<file path="src/assert_macros.svh">
// ----------------------------------------------------------------------------
// Assertion macros
// Shared concurrent assertion forms used by the queue RTL.
// ----------------------------------------------------------------------------
`ifndef ASSERT_MACROS_SVH
`define ASSERT_MACROS_SVH

// Same-cycle implication, checked at every rising edge outside reset.
`define ASSERT_SAME(lbl, clk, rst_n, ante, cons) \
    lbl: assert property (@(posedge clk) disable iff (!rst_n) (ante) |-> (cons)) \
        else $error("same-cycle check failed");

// Next-cycle implication, checked at every rising edge outside reset.
`define ASSERT_NEXT(lbl, clk, rst_n, ante, cons) \
    lbl: assert property (@(posedge clk) disable iff (!rst_n) (ante) |=> (cons)) \
        else $error("next-cycle check failed");

`endif

</file>
<file path="src/qpi_pkg.sv">
// ----------------------------------------------------------------------------
// Queue with priority insert: shared package
// Operation codes, status codes, widths and the cell control bundle.
// ----------------------------------------------------------------------------
package qpi_pkg;

    localparam int DEPTH_DEFAULT = 16;
    localparam int DATA_W        = 32;
    localparam int OCC_W         = 5;

    typedef enum logic [1:0] {
        MODE_ENQ = 2'd0,
        MODE_INS = 2'd1,
        MODE_DEQ = 2'd2,
        MODE_NOP = 2'd3
    } mode_t;

    localparam logic [1:0] ST_OK    = 2'd0;
    localparam logic [1:0] ST_EMPTY = 2'd1;
    localparam logic [1:0] ST_FULL  = 2'd2;

    // Operation broadcast to every cell, already qualified by full/empty.
    typedef struct packed {
        logic enq;
        logic ins;
        logic deq;
    } cell_ctrl_t;

endpackage

</file>
<file path="src/qpi_cell.sv">
// ----------------------------------------------------------------------------
// Queue cell
// Holds one queue entry and decides whether to hold, load the new value,
// take its left neighbor (shift toward tail) or its right neighbor (shift
// toward head).
// ----------------------------------------------------------------------------
module qpi_cell #(
    parameter int DEPTH = qpi_pkg::DEPTH_DEFAULT,
    parameter int INDEX = 0
) (
    input  logic                                 clk,
    input  qpi_pkg::cell_ctrl_t                  ctrl,
    input  logic signed [qpi_pkg::DATA_W-1:0]    value,
    input  logic [$clog2(DEPTH+1)-1:0]           count,
    input  logic signed [qpi_pkg::DATA_W-1:0]    left_data,
    input  logic signed [qpi_pkg::DATA_W-1:0]    right_data,
    input  logic                                 found_in,
    output logic signed [qpi_pkg::DATA_W-1:0]    data,
    output logic                                 found_out
);

    localparam int CW = $clog2(DEPTH + 1);

    logic signed [qpi_pkg::DATA_W-1:0] data_reg;
    logic signed [qpi_pkg::DATA_W-1:0] data_next;
    logic occupied;
    logic at_tail;
    logic smaller;

    assign occupied  = CW'(INDEX) < count;
    assign at_tail   = count == CW'(INDEX);
    assign smaller   = occupied && (data_reg < value);
    // Set once some cell at or before this one holds a smaller entry.
    assign found_out = found_in || smaller;

    always_comb
    begin
        data_next = data_reg;
        if (ctrl.enq && at_tail)
        begin
            data_next = value;
        end
        else if (ctrl.ins)
        begin
            if (found_in && (occupied || at_tail))
            begin
                data_next = left_data;
            end
            else if (!found_in && (smaller || at_tail))
            begin
                data_next = value;
            end
        end
        else if (ctrl.deq)
        begin
            data_next = right_data;
        end
    end

    always_ff @(posedge clk)
    begin
        data_reg <= data_next;
    end

    assign data = data_reg;

endmodule

</file>
<file path="src/queue_with_priority_insert_core.sv">
// ----------------------------------------------------------------------------
// Queue with priority insert
// Bounded queue of signed values with tail enqueue, priority insert and
// head dequeue, built as a row of compare-and-shift cells.
// ----------------------------------------------------------------------------
// The block takes one transaction in every clock cycle: busy never rises, so
// start may stay high continuously. Each transaction produces exactly one
// result, presented on status, head_value and occupancy for one cycle with
// done high, in the cycle right after the one in which it was accepted. The
// receiver cannot stall, so it must capture a result whenever done is high.
// The queue lives in DEPTH cells; every cell compares its own entry with the
// incoming value in parallel, and a flag rippling from head to tail marks the
// insertion point, so the length of that ripple through the cell row is what
// sets the cycle time. Entries shift one cell toward the tail to open a gap
// on insert, and one cell toward the head on dequeue, all in the same cycle.
// A priority insert places the value ahead of the first held entry that is
// strictly smaller, so equal values keep arrival order. Enqueues and inserts
// on a full queue report status full and dequeues on an empty queue report
// status empty; in both cases the queue is left as it was. Mode three is a
// no-op. Occupancy shows the low five bits of the count after the operation.
// ----------------------------------------------------------------------------
`include "assert_macros.svh"

module queue_with_priority_insert_core #(
    parameter int DEPTH = qpi_pkg::DEPTH_DEFAULT
) (
    input  logic                                clk,
    input  logic                                rst_n,
    input  logic                                start,
    output logic                                busy,
    input  logic [1:0]                          mode,
    input  logic signed [qpi_pkg::DATA_W-1:0]   value,
    output logic                                done,
    output logic [1:0]                          status,
    output logic signed [qpi_pkg::DATA_W-1:0]   head_value,
    output logic [qpi_pkg::OCC_W-1:0]           occupancy
);

    localparam int CW = $clog2(DEPTH + 1);

    logic [CW-1:0] count_reg;
    logic [CW-1:0] count_next;
    logic          done_reg;
    logic [1:0]    status_reg;
    logic [1:0]    status_next;
    logic signed [qpi_pkg::DATA_W-1:0] head_value_reg;
    logic signed [qpi_pkg::DATA_W-1:0] head_value_next;
    logic [qpi_pkg::OCC_W-1:0] occupancy_reg;
    logic [31:0]   count_wide;

    logic          full;
    logic          empty;
    qpi_pkg::cell_ctrl_t ctrl;

    // Cell chain: stored entries and the insertion-point flag between cells.
    logic signed [qpi_pkg::DATA_W-1:0] cell_data [DEPTH];
    logic [DEPTH:0] found;

    // The queue accepts a transaction every cycle.
    assign busy  = 1'b0;
    assign full  = count_reg == CW'(DEPTH);
    assign empty = count_reg == '0;

    // Decode the operation and qualify it against the current fill level.
    always_comb
    begin
        ctrl            = '0;
        count_next      = count_reg;
        status_next     = qpi_pkg::ST_OK;
        head_value_next = '0;
        unique case (qpi_pkg::mode_t'(mode)) inside
            qpi_pkg::MODE_ENQ,
            qpi_pkg::MODE_INS:
            begin
                if (full)
                begin
                    status_next = qpi_pkg::ST_FULL;
                end
                else
                begin
                    ctrl.enq   = (qpi_pkg::mode_t'(mode) == qpi_pkg::MODE_ENQ);
                    ctrl.ins   = (qpi_pkg::mode_t'(mode) == qpi_pkg::MODE_INS);
                    count_next = count_reg + CW'(1);
                end
            end
            qpi_pkg::MODE_DEQ:
            begin
                if (empty)
                begin
                    status_next = qpi_pkg::ST_EMPTY;
                end
                else
                begin
                    ctrl.deq        = 1'b1;
                    head_value_next = cell_data[0];
                    count_next      = count_reg - CW'(1);
                end
            end
            default:
            begin
                // No operation: everything holds.
            end
        endcase
        if (!start)
        begin
            ctrl       = '0;
            count_next = count_reg;
        end
    end

    assign count_wide = 32'(count_next);
    assign found[0]   = 1'b0;

    genvar gi;
    generate
        for (gi = 0; gi < DEPTH; gi++)
        begin : g_cell
            logic signed [qpi_pkg::DATA_W-1:0] left_d;
            logic signed [qpi_pkg::DATA_W-1:0] right_d;

            if (gi == 0)
            begin : g_head
                assign left_d = value;
            end
            else
            begin : g_mid_l
                assign left_d = cell_data[gi-1];
            end

            if (gi == DEPTH - 1)
            begin : g_tail
                assign right_d = cell_data[gi];
            end
            else
            begin : g_mid_r
                assign right_d = cell_data[gi+1];
            end

            qpi_cell #(
                .DEPTH (DEPTH),
                .INDEX (gi)
            ) u_cell (
                .clk        (clk),
                .ctrl       (ctrl),
                .value      (value),
                .count      (count_reg),
                .left_data  (left_d),
                .right_data (right_d),
                .found_in   (found[gi]),
                .data       (cell_data[gi]),
                .found_out  (found[gi+1])
            );
        end
    endgenerate

    // Count and result strobe carry reset; result payload does not.
    always_ff @(posedge clk or negedge rst_n)
    begin
        if (!rst_n)
        begin
            count_reg <= '0;
            done_reg  <= 1'b0;
        end
        else
        begin
            count_reg <= count_next;
            done_reg  <= start;
        end
    end

    always_ff @(posedge clk)
    begin
        if (start)
        begin
            status_reg     <= status_next;
            head_value_reg <= head_value_next;
            occupancy_reg  <= count_wide[qpi_pkg::OCC_W-1:0];
        end
    end

    assign done       = done_reg;
    assign status     = status_reg;
    assign head_value = head_value_reg;
    assign occupancy  = occupancy_reg;

    // The count never runs past the number of cells.
    `ASSERT_SAME(a_count_bound, clk, rst_n, 1'b1, count_reg <= CW'(DEPTH))
    // Every accepted transaction yields a result in the next cycle.
    `ASSERT_NEXT(a_result_follows, clk, rst_n, start && !busy, done)
    // A successful dequeue shrinks the queue by exactly one entry.
    `ASSERT_NEXT(a_deq_shrinks, clk, rst_n,
        start && (mode == qpi_pkg::MODE_DEQ) && (count_reg != '0),
        (count_reg == $past(count_reg) - CW'(1)) && (status == qpi_pkg::ST_OK))
    // A full report leaves the queue at its capacity.
    `ASSERT_SAME(a_full_at_capacity, clk, rst_n,
        done && (status == qpi_pkg::ST_FULL), count_reg == CW'(DEPTH))

endmodule
</file>
<file path="config.mk">
export PLATFORM = sky130hd
export DESIGN_NAME = queue_with_priority_insert_core
export DESIGN_NICKNAME = d
export VERILOG_FILES = /design/src/qpi_pkg.sv /design/src/qpi_cell.sv /design/src/queue_with_priority_insert_core.sv
export VERILOG_INCLUDE_DIRS = /design/src /design/src/src
export SDC_FILE = /design/constraint.sdc
export NUM_CORES = 2
export LEC_CHECK = 0
export ABC_CLOCK_PERIOD_IN_PS = 8200
export BUFFER_PORTS_ARGS = -buffer_cell sky130_fd_sc_hd__buf_2
export CAP_MARGIN = 40
export CELL_PAD_IN_SITES_DETAIL_PLACEMENT = 0
export CELL_PAD_IN_SITES_GLOBAL_PLACEMENT = 1
export CORE_UTILIZATION = 33
export DETAILED_ROUTE_END_ITERATION = 7
export PLACE_DENSITY = 0.58
export SYNTH_ARGS = -nofsm -noshare
export SYNTH_HDL_FRONTEND = slang
export SYNTH_SLANG_ARGS = --single-unit
</file>
<file path="constraint.sdc">
create_clock -name clk -period 8.2 [get_ports clk]
set_input_delay 1.23 -clock clk [delete_from_list [all_inputs] [get_ports clk]]
set_output_delay 1.23 -clock clk [all_outputs]
set_load 0.1 [all_outputs]
</file>
# == Word-level counts from Yosys, hierarchy flattened ==
# Index checks and enable logic that the tools add are counted.
# classes
div_mod_pow,0
magnitude_cmp,32
multipliers,0
bitwise,1
addsub,2
n_reduce_logical,159
n_mux,90
shift,0
n_eq_ne,33
# ops
op,n
$mux W32,78
$lt A32 B32 Y1,16
$logic_and A1 B1 Y1,62
$ne A4 B1 Y1 const B,14
$reduce_bool A3 Y1,16
$logic_or A1 B1 Y1,45
$eq A5 B4 Y1 const B,8
$lt A4 B5 Y1 const A,8
$reduce_and A2 Y1,16
$eq A5 B3 Y1 const B,4
$lt A3 B5 Y1 const A,4
$logic_not A1 Y1,15
$mux W5,3
$eq A5 B2 Y1 const B,2
$lt A1 B5 Y1 const A,2
$lt A2 B5 Y1 const A,2
$pmux W5 S2,1
$mux W2,3
$add A5 B1 Y5 const B,1
$eq A5 B1 Y1 const B,1
$eq A5 B5 Y1 const B,1
$logic_not A5 Y1,1
$sub A5 B1 Y5 const B,1
$pmux W2 S2,1
9 further kinds,12
# word_totals
register_bits,557
output_inout_bits,41
elab_cells,338
ramBits,0
latch_bits,0
inputBits,37
mem_count,0
mem_bits_ro,0

# == Longest topological paths before layout ==
# logic_depth
ltp_word,22
mapped_depth,16
mapped_depth_nobuf,13

# == Modules after synthesis ==
# A second synthesis with hierarchy kept.
# unflattened
cells_unflattened,4658
hier_area_um2,42348.1
# by_module_without_submodules
mod,n_inst,area_each_um2,cells_per_inst
qpi_cell (g_cell[5].u_cell),1,2588.7,286
qpi_cell (g_cell[9].u_cell),1,2587.5,289
qpi_cell (g_cell[0].u_cell),1,2571.2,291
qpi_cell (g_cell[13].u_cell),1,2567.5,291
qpi_cell (g_cell[14].u_cell),1,2558.7,288
qpi_cell (g_cell[10].u_cell),1,2557.5,285
qpi_cell (g_cell[4].u_cell),1,2552.4,288
qpi_cell (g_cell[6].u_cell),1,2546.2,301
qpi_cell (g_cell[12].u_cell),1,2544.9,301
qpi_cell (g_cell[2].u_cell),1,2536.2,295
qpi_cell (g_cell[3].u_cell),1,2536.2,285
qpi_cell (g_cell[11].u_cell),1,2524.9,284
qpi_cell (g_cell[15].u_cell),1,2523.7,286
qpi_cell (g_cell[7].u_cell),1,2479.9,273
3 more rows,--,--,--

# == Least setup slack after synthesis ==
# OpenSTA, ideal clock, no wires.
# synth_path
kind,input-to-reg
startpoint,in value[25] (netlist bit)
endpoint,"reg g_cell[13].u_cell.data_reg, in the netlist g_cell[13].u_cell.data[0], enable pin"
path_stages,13
arrival_ps,6395
t_required_ps,7726
setup_time_ps,474
n_path_buf,1
path_slack_ps,1331
cell_sequence,inv_1 -> ha_1 -> a21o_1 -> a221o_1 -> a221oi_1 -> o21ai_0 -> a21oi_1 -> mux2i_1 -> a221oi_1 -> and4b_1 -> buf_4 -> nand3_1 -> a221oi_1
# synth_between
elab_chain_cells,18
elab_cells_between_ends,46
cone_classes,order compare: 14; eq/ne: 1; reduce/logical: 31
# synth_rtl
element,line,rtl
"start, declared",queue_with_priority_insert_core.sv:32,"input logic signed [qpi_pkg::DATA_W-1:0] value,"
$lt A32 B32 Y1,qpi_cell.sv:32,assign smaller = occupied && (data_reg < value);
$logic_and A1 B1 Y1,qpi_cell.sv:32,
$logic_or A1 B1 Y1 (12 in series),qpi_cell.sv:34,assign found_out = found_in || smaller;
$logic_not A1 Y1,qpi_cell.sv:49,else if (!found_in && (smaller || at_tail))
$logic_and A1 B1 Y1,qpi_cell.sv:49,
$ne A4 B1 Y1 (no line) (*),--,
$reduce_and A2 Y1 (no line) (*),--,
"end signal, assigned",qpi_cell.sv:62,data_reg <= data_next;
"end, declared",qpi_cell.sv:24,logic signed [qpi_pkg::DATA_W-1:0] data_reg;
# Mark *: on every way between the ends. The rest lies on a longest branch, timed or not.
# A chain may end at the register's enable or synchronous reset.

# == Final worst setup path ==
# layout_path
startpoint,in value[24] (netlist bit)
endpoint,"reg g_cell[10].u_cell.data_reg, in the netlist g_cell[10].u_cell.data[1], enable pin"
# layout_between
elab_chain_cells,15
elab_cells_between_ends,37
cone_classes,order compare: 11; eq/ne: 1; reduce/logical: 25
# layout_rtl
element,line
$lt A32 B32 Y1,qpi_cell.sv:32
$logic_and A1 B1 Y1,qpi_cell.sv:32
$logic_or A1 B1 Y1 (9 in series),qpi_cell.sv:34
$logic_not A1 Y1,qpi_cell.sv:49
$logic_and A1 B1 Y1,qpi_cell.sv:49
$ne A4 B1 Y1 (no line) (*),--
$reduce_and A2 Y1 (no line) (*),--
"end signal, assigned",qpi_cell.sv:62
"end, declared",qpi_cell.sv:24
# Marks and branches as above.

==> metrics <==
Total Wirelength 128000 um; Hold Slack between 0.4 and 0.5 ns; Synth Area in XOR/XNOR less than 1%; die height 339 um; largest net degree at the start of global routing 67; CP endpoint kind flop; crit start category input port; Final Max Tran Viols 0; # fillers 11200; top cells by area, synth edfxtp_1 (44%), ha_1 (17%), a21oi_1 (3.6%); number of max-cap violations 0; number of port buffers 76; Max VDD drop 0.139 mV; fraction of layout cells with a size suffix above 1 13.1%; leakage between 0.015 and 0.02 uW; worst hold path type in2async; setup TNS 0 ns; Simple-Gate Fraction of Synth Area between 10 and 15%; area growth from synthesis to layout 12.7%; GP Congestion just over 0.8; TritonCTS clock tree yes; outcome complete, no violations; asr flop ratio synth 1.08%; CTS Hold Bufs 0; Syn Nets a little under 4000; number of synthesized flops with an enable pin 551; GRT Overall Usage 21.9%; fin crit period 6.28 ns; most frequent cells in the layout edfxtp_1 (551), ha_1 (501), a21oi_1 (264); grt total ovfl 0; Max Freq 159 MHz; Worst Setup Path Type in2reg; synthesized area 37500 um2; post-CTS sizing 0; most common cell after layout, fill and taps aside edfxtp_1; initial antenna violation count 4; 1st-pass router iterations 8; area leader, netlist edfxtp_1; vias in the first global route 29600; syn_area_per_cell 10.9 um2; Req. time, crit path 8.46 ns; CTS max path bufs 3; DRC Markers 0; total I/O pin count 78; Synthesis Warnings 0; multi-input logic area between 15000 and 20000 um2; library cells used by synthesis 81; largest family of logic cells by synthesized area compound AO/OA/AOI/OAI gates; register bit total from synthesis between 500 and 600; Seq/Total Area, Yosys 44.5%; final net count between 4000 and 5000; Core Region 113000 um2; Initial Util approximately a third; total die area approximately 120000 um2; width of the chip 339 um; max reg flops 512; share of the synthesized area in the top cell type 44.1%; Root Buffer clkbuf_16; Power Dens Cells 256 nW/um2; DRT antenna net count 0; CTS H-Tree Depth 3; post-synthesis compound-gate area fraction 23.1%; first-pass GRT wire length a little under 200000 um; Final Cycle Share 76.6%; DR WL/cell 25.5 um; register area 16700 um2; clk sinks 557; final setup fails 0; vias after detailed routing 29900; RSZ-0062 raised after global routing false; DP HPWL a little under 100000 um; CTS Buf Count between 70 and 80; clock latency reported for the late side of the worst-skew pair ~0.64 ns; starting DRC count in detailed routing 2472; worst clock skew 0.0247 ns; CP Max Fanout 33; worst slew pin tran ~0.91 ns; Mapped Cells approximately 3400; row cnt 123; Clock transition at path regs 0.06 ns; max_slew headroom 38.5%; Final Hold Viols 0; R2R depth 14; Most used DFF post-synth edfxtp_1; setup repair bufs after CTS 0; multiplexer area fraction after synthesis 1.12%; Critical Path AT 6.54 ns; Adder-Cell Fraction of Synth Area 16.7%; via-per-instance ratio 5.95
==> logic make-up after synthesis <==
kind of cell    count (synthesis)
compound gates               1199
simple gates                  823
flops                         557
fa+ha+maj                     501
buf+inv                       313
mux                            38
xor+xnor                        6
other cells                     1
==> cell usage after synthesis (40+ instances only) <==
| library cell | number |
|---|---|
| a22oi_1 | 68 |
| nand2_1 | 195 |
| or3_1 | 68 |
| o221a_2 | 95 |
| a221o_1 | 134 |
| and2_1 | 134 |
| nand4_1 | 59 |
| inv_1 | 87 |
| a21o_1 | 67 |
| ha_1 | 501 |
| clkbuf_1 | 184 |
| o22ai_1 | 132 |
| and3_1 | 40 |
| edfxtp_1 | 551 |
| nor2_1 | 188 |
| nand3_1 | 45 |
| o21ai_0 | 165 |
| a21oi_1 | 270 |
==> per-stage QoR <==
stage               util (%)  worst slack (ns)  power (uW)  std cells  instance area, um2
global placement        35.5              1.27        7790       4886               40000
detailed placement      35.6              1.19        7840       4897               40100
global route            37.6              1.60       11400       5026               42300
floorplan                  -              1.33        6580       3438               37500
finish                  37.6              1.92       10800       5027               42300
CTS                     37.6              1.85       10900       5024               42300
==> layout make-up <==
cell class / count / area share, %
well taps: 1500 / 4.44
flip-flops and latches: 557 / 39.5
clock buffers: 92 / 4.59
diodes: 3 / 0.0177
inverters: 87 / 0.772
multi-input cells: 2568 / 47.1
clock inverters: 35 / 0.506
repair buffers: 185 / 3.09
==> critical path, stage by stage <==
cell	delay (ns)
buf_2	0.39
inv_1	0.43
buf_4	0.32
ha_1	0.29
nand4_1	0.09
or2_2	0.33
nor4_1	0.38
a21oi_1	0.21
a211oi_1	0.61
nor3_4	0.19
and4b_1	0.24
buf_4	0.19
and2_1	0.21
a211oi_4	0.24
buf_4	0.41
or2_2	0.72
==> routing by layer <==
layer | global-route usage, % | wire [um] | part of all wire (%)
met5 | 0 | 0 | 0
met3 | 2.59 | 6860 | 5.3
met4 | 6.44 | 3230 | 2.5
met1 | 31.6 | 61400 | 48
met2 | 34.2 | 56900 | 44
==> where the power goes <==
group | switching (uW) | internal [uW]
sequential | 431 | 3830
clock | 1300 | 1730
combinational | 2230 | 1310
==> worst paths after layout <==
check | from | to | slack (ns)
worst max-delay path | value[24] | g_cell[10].u_cell.data[1] | 1.92
worst min-delay path | rst_n | count_reg[2] | 0.42
worst max register to register | g_cell[0].u_cell.data[15] | g_cell[10].u_cell.data[1] | 2.97
worst min register to register | g_cell[1].u_cell.data[5] | g_cell[0].u_cell.data[5] | 0.61
max in group asynchronous | rst_n | count_reg[1] | 7.63
min in group clk | g_cell[1].u_cell.data[5] | g_cell[0].u_cell.data[5] | 0.61
Power figures use the tool's default switching activity.
